==> src/sv/nrmc_pkg.sv <==
// Package for the RMC sentence parser: phase encoding, character constants,
// result record and small decode helpers. No dependencies.
package nrmc_pkg;

  typedef enum logic [2:0] {
    PH_IDLE,
    PH_HEADER,
    PH_BODY,
    PH_DIGIT1,
    PH_DIGIT2
  } phase_t;

  localparam logic [2:0] HEADER_LEN = 3'd5;
  localparam logic [7:0] CH_DOLLAR  = 8'h24;
  localparam logic [7:0] CH_STAR    = 8'h2A;
  localparam logic [7:0] CH_COMMA   = 8'h2C;
  localparam logic [7:0] CH_CR      = 8'h0D;
  localparam logic [7:0] CH_ACTIVE  = 8'h41;
  localparam logic [3:0] FIELD_MAX  = 4'hF;

  typedef struct packed {
    logic [7:0] data_byte;
    logic [3:0] field_number;
    logic       field_byte_valid;
    logic       sentence_end;
    logic       checksum_ok;
    logic       fix_active;
  } res_t;

  typedef struct packed {
    logic       bad;
    logic [3:0] nib;
  } hex_t;

  // Expected header character at each match position ("GPRMC").
  function automatic logic [7:0] rmc_tag_char(input logic [2:0] pos);
    logic [7:0] ch;
    case (pos)
      3'd0:    ch = 8'h47;
      3'd1:    ch = 8'h50;
      3'd2:    ch = 8'h52;
      3'd3:    ch = 8'h4D;
      3'd4:    ch = 8'h43;
      default: ch = 8'h00;
    endcase
    return ch;
  endfunction

  // Uppercase hex digit decode; anything else flags bad and yields zero.
  function automatic hex_t hex_decode(input logic [7:0] c);
    hex_t h;
    h.bad = 1'b0;
    h.nib = 4'h0;
    if (c >= 8'h30 && c <= 8'h39) begin
      h.nib = c[3:0];
    end else if (c >= 8'h41 && c <= 8'h46) begin
      h.nib = 4'(c - 8'h37);
    end else begin
      h.bad = 1'b1;
    end
    return h;
  endfunction

endpackage

==> src/sv/nmea_rmc_sentence_parser.sv <==
// Top level of the RMC sentence parser: input register, parse step, result
// register with valid/ready on both sides. Depends on nrmc_pkg and nrmc_parse.
// Path: an accepted byte waits in the input register and steps into the result register, which drives out_*.
// Throughput: one byte per cycle; the input register refills while the result
// register drains, so only a stalled out_ready slows acceptance.
// Reset: synchronous active-low rst_n empties both registers and returns the
// parser to hunting for '$' with all sentence state cleared.
module nmea_rmc_sentence_parser import nrmc_pkg::*; (
  input  logic       clk,
  input  logic       rst_n,
  input  logic       in_valid,
  output logic       in_ready,
  input  logic [7:0] in_rx_byte,
  output logic       out_valid,
  input  logic       out_ready,
  output logic [7:0] out_data_byte,
  output logic [3:0] out_field_number,
  output logic       out_field_byte_valid,
  output logic       out_sentence_end,
  output logic       out_checksum_ok,
  output logic       out_fix_active
);

  logic       in_valid_r;
  logic [7:0] in_byte_r;
  logic       out_valid_r;
  res_t       res_r;
  res_t       step_res;
  logic       adv;

  // advance the held byte into the result register when it is free
  assign adv      = in_valid_r && (!out_valid_r || out_ready);
  assign in_ready = !in_valid_r || adv;

  always_ff @(posedge clk) begin
    if (!rst_n) begin
      in_valid_r  <= 1'b0;
      out_valid_r <= 1'b0;
    end else begin
      if (in_valid && in_ready) begin
        in_valid_r <= 1'b1;
      end else if (adv) begin
        in_valid_r <= 1'b0;
      end
      if (adv) begin
        out_valid_r <= 1'b1;
      end else if (out_ready) begin
        out_valid_r <= 1'b0;
      end
    end
  end

  always_ff @(posedge clk) begin
    if (in_valid && in_ready) begin
      in_byte_r <= in_rx_byte;
    end
    if (adv) begin
      res_r <= step_res;
    end
  end

  nrmc_parse u_parse (
    .clk     (clk),
    .rst_n   (rst_n),
    .step_en (adv),
    .rx_byte (in_byte_r),
    .res     (step_res)
  );

  assign out_valid            = out_valid_r;
  assign out_data_byte        = res_r.data_byte;
  assign out_field_number     = res_r.field_number;
  assign out_field_byte_valid = res_r.field_byte_valid;
  assign out_sentence_end     = res_r.sentence_end;
  assign out_checksum_ok      = res_r.checksum_ok;
  assign out_fix_active       = res_r.fix_active;

  a_ok_needs_end : assert property (@(posedge clk) disable iff (!rst_n)
    out_valid_r && (out_checksum_ok || out_fix_active) |-> out_sentence_end)
    else $error("checksum_ok or fix_active without sentence_end");

  a_content_not_end : assert property (@(posedge clk) disable iff (!rst_n)
    out_valid_r |-> !(out_field_byte_valid && out_sentence_end))
    else $error("content byte flagged as sentence end");

  a_hold_input : assert property (@(posedge clk) disable iff (!rst_n)
    in_valid_r && !adv |=> in_valid_r && $stable(in_byte_r))
    else $error("held input byte lost or overwritten");

  a_ready_when_empty : assert property (@(posedge clk) disable iff (!rst_n)
    !out_valid_r |-> in_ready)
    else $error("input stalled with empty result register");

endmodule

==> src/sv/nrmc_parse.sv <==
// Parse state registers and the per-byte step logic of the RMC parser.
// Depends on nrmc_pkg.
module nrmc_parse import nrmc_pkg::*; (
  input  logic       clk,
  input  logic       rst_n,
  input  logic       step_en,
  input  logic [7:0] rx_byte,
  output res_t       res
);

  phase_t     phase_r, phase_nxt;
  logic [2:0] hpos_r, hpos_nxt;
  logic [7:0] cks_r, cks_nxt;
  logic [3:0] fcnt_r, fcnt_nxt;
  logic       active_r, active_nxt;
  logic [3:0] hi_nib_r, hi_nib_nxt;
  logic       dig_err_r, dig_err_nxt;
  hex_t       hx;

  always_ff @(posedge clk) begin
    if (!rst_n) begin
      phase_r   <= PH_IDLE;
      hpos_r    <= 3'd0;
      cks_r     <= 8'h00;
      fcnt_r    <= 4'h0;
      active_r  <= 1'b0;
      hi_nib_r  <= 4'h0;
      dig_err_r <= 1'b0;
    end else if (step_en) begin
      phase_r   <= phase_nxt;
      hpos_r    <= hpos_nxt;
      cks_r     <= cks_nxt;
      fcnt_r    <= fcnt_nxt;
      active_r  <= active_nxt;
      hi_nib_r  <= hi_nib_nxt;
      dig_err_r <= dig_err_nxt;
    end
  end

  always_comb begin
    phase_nxt   = phase_r;
    hpos_nxt    = hpos_r;
    cks_nxt     = cks_r;
    fcnt_nxt    = fcnt_r;
    active_nxt  = active_r;
    hi_nib_nxt  = hi_nib_r;
    dig_err_nxt = dig_err_r;
    hx          = hex_decode(rx_byte);

    res                  = '0;
    res.data_byte        = rx_byte;

    if (rx_byte == CH_DOLLAR) begin
      // restart header match from any phase
      phase_nxt   = PH_HEADER;
      hpos_nxt    = 3'd0;
      cks_nxt     = 8'h00;
      fcnt_nxt    = 4'h0;
      active_nxt  = 1'b0;
      hi_nib_nxt  = 4'h0;
      dig_err_nxt = 1'b0;
    end else begin
      unique case (phase_r)
        PH_HEADER: begin
          cks_nxt = cks_r ^ rx_byte;
          if (hpos_r < HEADER_LEN && rx_byte == rmc_tag_char(hpos_r)) begin
            if (hpos_r == HEADER_LEN - 3'd1) begin
              phase_nxt = PH_BODY;
              hpos_nxt  = 3'd0;
              fcnt_nxt  = 4'h0;
            end else begin
              hpos_nxt = hpos_r + 3'd1;
            end
          end else begin
            phase_nxt = PH_IDLE;
            hpos_nxt  = 3'd0;
          end
        end
        PH_BODY: begin
          res.field_number = fcnt_r;
          if (rx_byte == CH_STAR) begin
            phase_nxt = PH_DIGIT1;
          end else if (rx_byte == CH_CR) begin
            // abort: end without a checksum
            res.sentence_end = 1'b1;
            res.fix_active   = active_r;
            phase_nxt        = PH_IDLE;
            hpos_nxt         = 3'd0;
          end else if (rx_byte == CH_COMMA) begin
            cks_nxt  = cks_r ^ rx_byte;
            fcnt_nxt = (fcnt_r != FIELD_MAX) ? fcnt_r + 4'h1 : fcnt_r;
            hpos_nxt = 3'd0;
            res.field_number = fcnt_nxt;
          end else begin
            cks_nxt = cks_r ^ rx_byte;
            // first content byte of the status field sets the fix flag
            if (fcnt_r == 4'd2 && hpos_r == 3'd0) begin
              active_nxt = (rx_byte == CH_ACTIVE);
            end
            hpos_nxt             = 3'd1;
            res.field_byte_valid = 1'b1;
          end
        end
        PH_DIGIT1: begin
          hi_nib_nxt       = hx.nib;
          dig_err_nxt      = hx.bad;
          phase_nxt        = PH_DIGIT2;
          res.field_number = fcnt_r;
        end
        PH_DIGIT2: begin
          dig_err_nxt      = dig_err_r | hx.bad;
          res.field_number = fcnt_r;
          res.sentence_end = 1'b1;
          res.checksum_ok  = !dig_err_r && !hx.bad && ({hi_nib_r, hx.nib} == cks_r);
          res.fix_active   = active_r;
          phase_nxt        = PH_IDLE;
          hpos_nxt         = 3'd0;
        end
        default: begin
          phase_nxt = PH_IDLE;
          hpos_nxt  = 3'd0;
        end
      endcase
    end
  end

endmodule

==> config.mk <==
export PLATFORM = sky130hd
export DESIGN_NAME = nmea_rmc_sentence_parser
export DESIGN_NICKNAME = d
export VERILOG_FILES = /design/src/sv/nrmc_pkg.sv /design/src/sv/nmea_rmc_sentence_parser.sv /design/src/sv/nrmc_parse.sv
export SDC_FILE = /design/constraint.sdc
export NUM_CORES = 1
export LEC_CHECK = 0
export BUFFER_PORTS_ARGS = -buffer_cell sky130_fd_sc_hd__buf_2
export CORE_UTILIZATION = 45
export CTS_BUF_LIST = sky130_fd_sc_hd__clkbuf_16
export CTS_CLUSTER_SIZE = 12
export DETAILED_ROUTE_END_ITERATION = 10
export SLEW_MARGIN = 20
export SYNTH_ARGS = -nofsm -noshare
export SYNTH_HDL_FRONTEND = slang
export SYNTH_HIERARCHICAL = 1
export SYNTH_SLANG_ARGS = --single-unit
==> constraint.sdc <==
create_clock -name clk -period 2.95 [get_ports clk]
set_input_delay 0.1475 -clock clk [delete_from_list [all_inputs] [get_ports clk]]
set_output_delay 0.1475 -clock clk [all_outputs]
set_load 0.02 [all_outputs]
# == After elaboration in Yosys (flattened, before gate mapping) ==
# Index checks and enable logic that the tools add are counted.
# op_classes
add_sub_neg,3
n_lt_le_gt_ge,5
eq_ne,27
mux,55
bitwise_logic,4
n_reduce_logical,32
# ops
cell,n
2-to-1 mux 4 bit,11
2-to-1 mux 8 bit,5
case mux 7 bit (5 select lines),1
2-to-1 mux 3 bit,10
== test 8 x 6 -> 1 bit (second input constant),3
2-to-1 mux 1 bit,18
case mux 3 bit (3 select lines),2
== test 8 bit,2
case mux 4 bit (2 select lines),2
case mux 8 bit (2 select lines),1
== test 3 x 2 -> 1 bit (second input constant),4
AND reduction 6 bit,2
nonzero test 2 bit,5
== test 8 x 4 -> 1 bit (second input constant),1
== test 8 x 7 -> 1 bit (second input constant),1
greater-or-equal comparator 8 x 6 -> 1 bit (second input constant),1
greater-or-equal comparator 8 x 7 -> 1 bit (second input constant),1
<= comparator 8 x 6 -> 1 bit (second input constant),1
<= comparator 8 x 7 -> 1 bit (second input constant),1
logical AND 1 bit,8
!= test 2 x 1 -> 1 bit (second input constant),4
bitwise XOR 8 bit,1
== test 3 x 1 -> 1 bit (second input constant),2
== test 3 bit (second input constant),2
24 further kinds,37
# totals
register_bits,50
inputBits,12
output_inout_bits,18
word_cells,142

# == Depth between registers and ports, before layout ==
# logic_depth
word_depth,9
depth_mapped,9
depth_no_buf,8

# == Modules after synthesis ==
# Netlist, hierarchy kept.
# by_module_without_submodules
mod,n_inst,cells_each,area_each_um2
nrmc_parse,1,266,2067.0
nmea_rmc_sentence_parser,1,33,824.5

# == Least setup slack after synthesis ==
# No wires, ideal clock.
# synth_timing
path_kind,register -> register
from,reg out_valid_r (netlist: out_valid)
to,reg u_parse.hi_nib_r[1]
setup_time_ns,0.128
arrival_ns,2.361
required_time_ns,2.822
path_slack_ns,0.462
stages_incl_launch_ff,8
path_cell_list,dfxtp_1 -> nor2b_4 -> nor2b_1 -> clkbuf_1 -> clkbuf_1 -> nand2_1 -> a21oi_1 -> nor2_1
# synth_between
elab_chain_cells,4
# synth_lines
element,line_no,text
start: declaration,nmea_rmc_sentence_parser.sv:26,logic out_valid_r;
start signal: assignment,nmea_rmc_sentence_parser.sv:38,out_valid_r <= 1'b0;
start signal: assignment,nmea_rmc_sentence_parser.sv:46,out_valid_r <= 1'b1;
start signal: assignment,nmea_rmc_sentence_parser.sv:48,out_valid_r <= 1'b0;
logical NOT 1 bit,nmea_rmc_sentence_parser.sv:32,assign adv = in_valid_r && (!out_valid_r || out_ready);
logical OR 1 bit,nmea_rmc_sentence_parser.sv:32,
logical AND 1 bit,nmea_rmc_sentence_parser.sv:32,
net adv,nmea_rmc_sentence_parser.sv:29,logic adv;
AND reduction 2 bit (no source line),--,
end signal: assignment,nrmc_parse.sv:35,hi_nib_r <= hi_nib_nxt;
end: declaration,nrmc_parse.sv:16,"logic [3:0] hi_nib_r, hi_nib_nxt;"
# The timed path passes the listed nets, and every way through them passes these cells.
# A chain may end at the register's enable or synchronous reset.

# == Worst setup path after layout ==
# layout_timing
from,reg in_byte_r[1]
to,"reg res_r, in the netlist out_checksum_ok, data pin"
# layout_between
elab_chain_cells,7
elab_cells_between_ends,17
cone_classes,add/sub: 1; order compare: 4; eq/ne: 2; mux: 4; reduce/logical: 6
# layout_lines
element,line_no,text
start: declaration,nmea_rmc_sentence_parser.sv:25,logic [7:0] in_byte_r;
start signal: assignment,nmea_rmc_sentence_parser.sv:55,in_byte_r <= in_rx_byte;
branches (longest 7 deep; another with greater-or-equal comparator 8 x 7 -> 1 bit),--,
end signal: assignment,nmea_rmc_sentence_parser.sv:58,res_r <= step_res;
end: declaration,nmea_rmc_sentence_parser.sv:27,res_t res_r;
# Parallel ways; which one is timed is not known.

==> summary.md <==
| Metric | Value |
|---|---|
| Clk slew on worst S/H paths | 0.07 ns |
| Initial antenna violation count | 0 |
| Syn avg cell area | just under 10 sq um |
| Final hold slack | 0.0305 ns |
| Die H | 82.2 um |
| Fin. max-slew vios | 0 |
| Sequential cell area | between 1000 and 1500 sq um |
| Critical Path Source Type | register |
| Most frequent cell after synthesis | nor2_1 |
| Share of cells above drive strength 1 | roughly 17% |
| Largest net degree at the start of global routing | 27 |
| Global-route wire length before repair | 11000 um |
| Core footprint | 6060 sq um |
| Syn nets | 323 |
| Synth top area cells | edfxtp_1 (25%), dfxtp_1 (18%), ha_1 (5.2%) |
| # H-tree levels | 2 |
| Worst-skew pair later-pin latency | a little under 0.3 ns |
| Setup Buffers After CTS | 0 |
| I/O Buffers | 29 |
| Relative slew slack | 50.1% |
| Ys Warns | 6 |
| Tmin final | ~2.5 ns |
| Post-synth ARST share | 0% |
| Vias | between 2000 and 2500 |
| Yosys reg bits | 50 |
| Family with the most delay on the worst path | compound AO/OA/AOI/OAI gates |
| Chip Width | 82.2 um |
| Setup CP Type | register to register |
| Hold crit path type | input pin to register |
| Die area | 6750 sq um |
| Worst path max stage delay | slightly below 0.6 ns |
| Worst Path Max Fanout | 10 |
| Final nets | 344 |
| Worst R2R Path Depth | 7 |
| Max Cap Viol | 0 |
| Residual DRC count | 0 |
| Setup TNS | 0 ns |
| Outcome | complete, no violations |
| Synthesized cell area | 2890 sq um |
| Max Freq | slightly above 400 MHz |
| Seq/Total Area, Yosys | 42.9% |
| Placed cell area | 3050 sq um |
| Final ANT Viol Nets | 0 |
| Layout area overhead | 10.3% |
| CTS root buf | clkbuf_16 |
| Yosys top cell area share | ~25% |
| Leading area contributor after synthesis | edfxtp_1 |
| CTS sink cnt | 50 |
| Wire length per cell | 16.5 um |
| CTS resizes | 0 |
| Final Hold Vio Count | 0 |
| Number of global-route vias before repair | 2249 |
| GPL Wtd Cong | 0.906 |
| Critical Path Stages | 7 |
| TritonCTS clock tree | done |
| Footprint of the multi-input gates | 1490 sq um |
| Synth cell types | 61 |
| Final core occ | approximately 53% |
| Number of synthesized flops with an enable pin | 24 |
| Leakage power | 1.22 nW |
| Total track usage | 21.9% |
| # setup viols final | 0 |
| PD cells | 456 nW/um^2 |
| Number of diodes | 0 |
| WP buf/inv | 1 |
| Synth top cells by count | nor2_1 (27), dfxtp_1 (26), edfxtp_1 (24), nand2_1 (24), a21oi_1 (16) |
| Post-DP HPWL | 4710 um |
| Worst vdd rail ir drop | 0.308 mV |
| Number of buffers created by CTS | 5 |
| Design area | 3190 sq um |
| DR pass1 iterations | 4 |
| GR Overflow Total | 0 |
| Final Skew | 0.00854 ns |
| Cell Rows | 28 |
| Final Routed Wirelength | 6540 um |
| Slew @ Worst Pin | 0.748 ns |
| Primary FF master, synth | dfxtp_1 |
| Period utilization | a little over four fifths |
| CP max-delay cell | edfxtp_1 |
| Vias per cell | between 5 and 6 |
| Unrepaired setup endpoints after global routing | no |
| CP arrival | ~2.7 ns |
| 1st-iter DRT viols | 140 |
| Fill cell count | 580 |
| Critical Path, Cell by Cell | inv_1 -> ha_1 -> or3b_2 -> a31oi_1 -> a21oi_1 -> nor3_1 -> o2111a_1 |
| Worst Path Required | 3.11 ns |
| Hold Path Stages | 1 |
| Post-Syn Instances | 299 |
| # IOs | 30 |
| Cts hold-fix bufs | 0 |
| Longest Clk Path Bufs | 2 |
| Initial Utilization | a little under half |
| CP Capture Type | register |
[sequential cells by signal, summed over array words and instances (netlist names), 3 cells and up]
register / count
in_byte_r: 8
out_data_byte: 8
u_parse/cks_r: 8
out_field_number: 4
u_parse/fcnt_r: 4
u_parse/hi_nib_r: 4
u_parse/hpos_r: 3
u_parse/phase_r: 3
[logic make-up (layout without fill, tap and decap cells)]
group           count (synthesis)  in the layout  synth area share (%)
flops                          50             50                  42.9
buf+inv                        30             52                  5.50
xor+xnor                       18             18                  5.45
fa+ha+maj                      12             12                  5.19
compound gates                 61             61                  14.4
simple gates                  122            122                  24.4
mux                             6              6                  2.12
[where the power goes]
part           leakage [nW]  internal [mW]  switching, mW
Combinational         0.709         0.0472         0.0812
Clock                0.0689          0.310          0.244
Sequential            0.438          0.749         0.0245
[per-stage QoR]
stage / setup WS, ns / instances / total power [mW]
3_3_place_gp: 0.514 / 388 / 0.915
2_1_floorplan: 0.462 / 299 / 0.879
4_1_cts: 0.473 / 396 / 1.47
6_report: 0.463 / 396 / 1.46
3_5_place_dp: 0.500 / 388 / 0.916
5_1_grt: 0.226 / 396 / 1.52
[worst paths after layout]
path,slack [ns],from,endpoint
setup reg to reg,0.46,in_byte_r[1],out_checksum_ok
hold reg to reg,0.48,u_parse/dig_err_r,u_parse/dig_err_r
setup / recovery,0.46,in_byte_r[1],out_checksum_ok
hold / removal,0.03,in_rx_byte[6],in_byte_r[6]
[area by class of cell]
cell class	instances	area share, %
timing repair buffer	34	5.73
clock inverter	3	0.510
tap	75	2.94
clock buffer	5	3.92
sequential	50	38.9
multi-input combinational	219	46.8
inverter	10	1.18
[layer usage]
layer | up-vias | GRT usage (%) | wire length [um]
li1 | 1121 | - | -
met1 | 1109 | 28.6 | 3090
met2 | 58 | 36.3 | 3090
met3 | 9 | 3.52 | 253
met4 | 0 | 8.07 | 109
met5 | - | 0 | 0
[placed cells by master (no fill, tap or decap), drive strengths merged, types with 4 or more instances in the layout]
cell	Yosys	final
o211ai	4	4
dfxtp	26	26
mux2i	5	5
clkbuf	5	5
o21ai	9	9
xnor2	4	4
nand2b	7	7
a21oi	17	17
nor2b	5	5
nor4	4	4
ha	12	12
a22oi	5	5
xor2	14	14
nand3	11	11
nand3b	4	4
nand2	24	24
nand4	8	8
nor3	6	6
edfxtp	24	24
inv	10	10
and2	5	5
buf	15	34
nor2	27	27
a31oi	5	5
(Power assumes the default switching activity.)
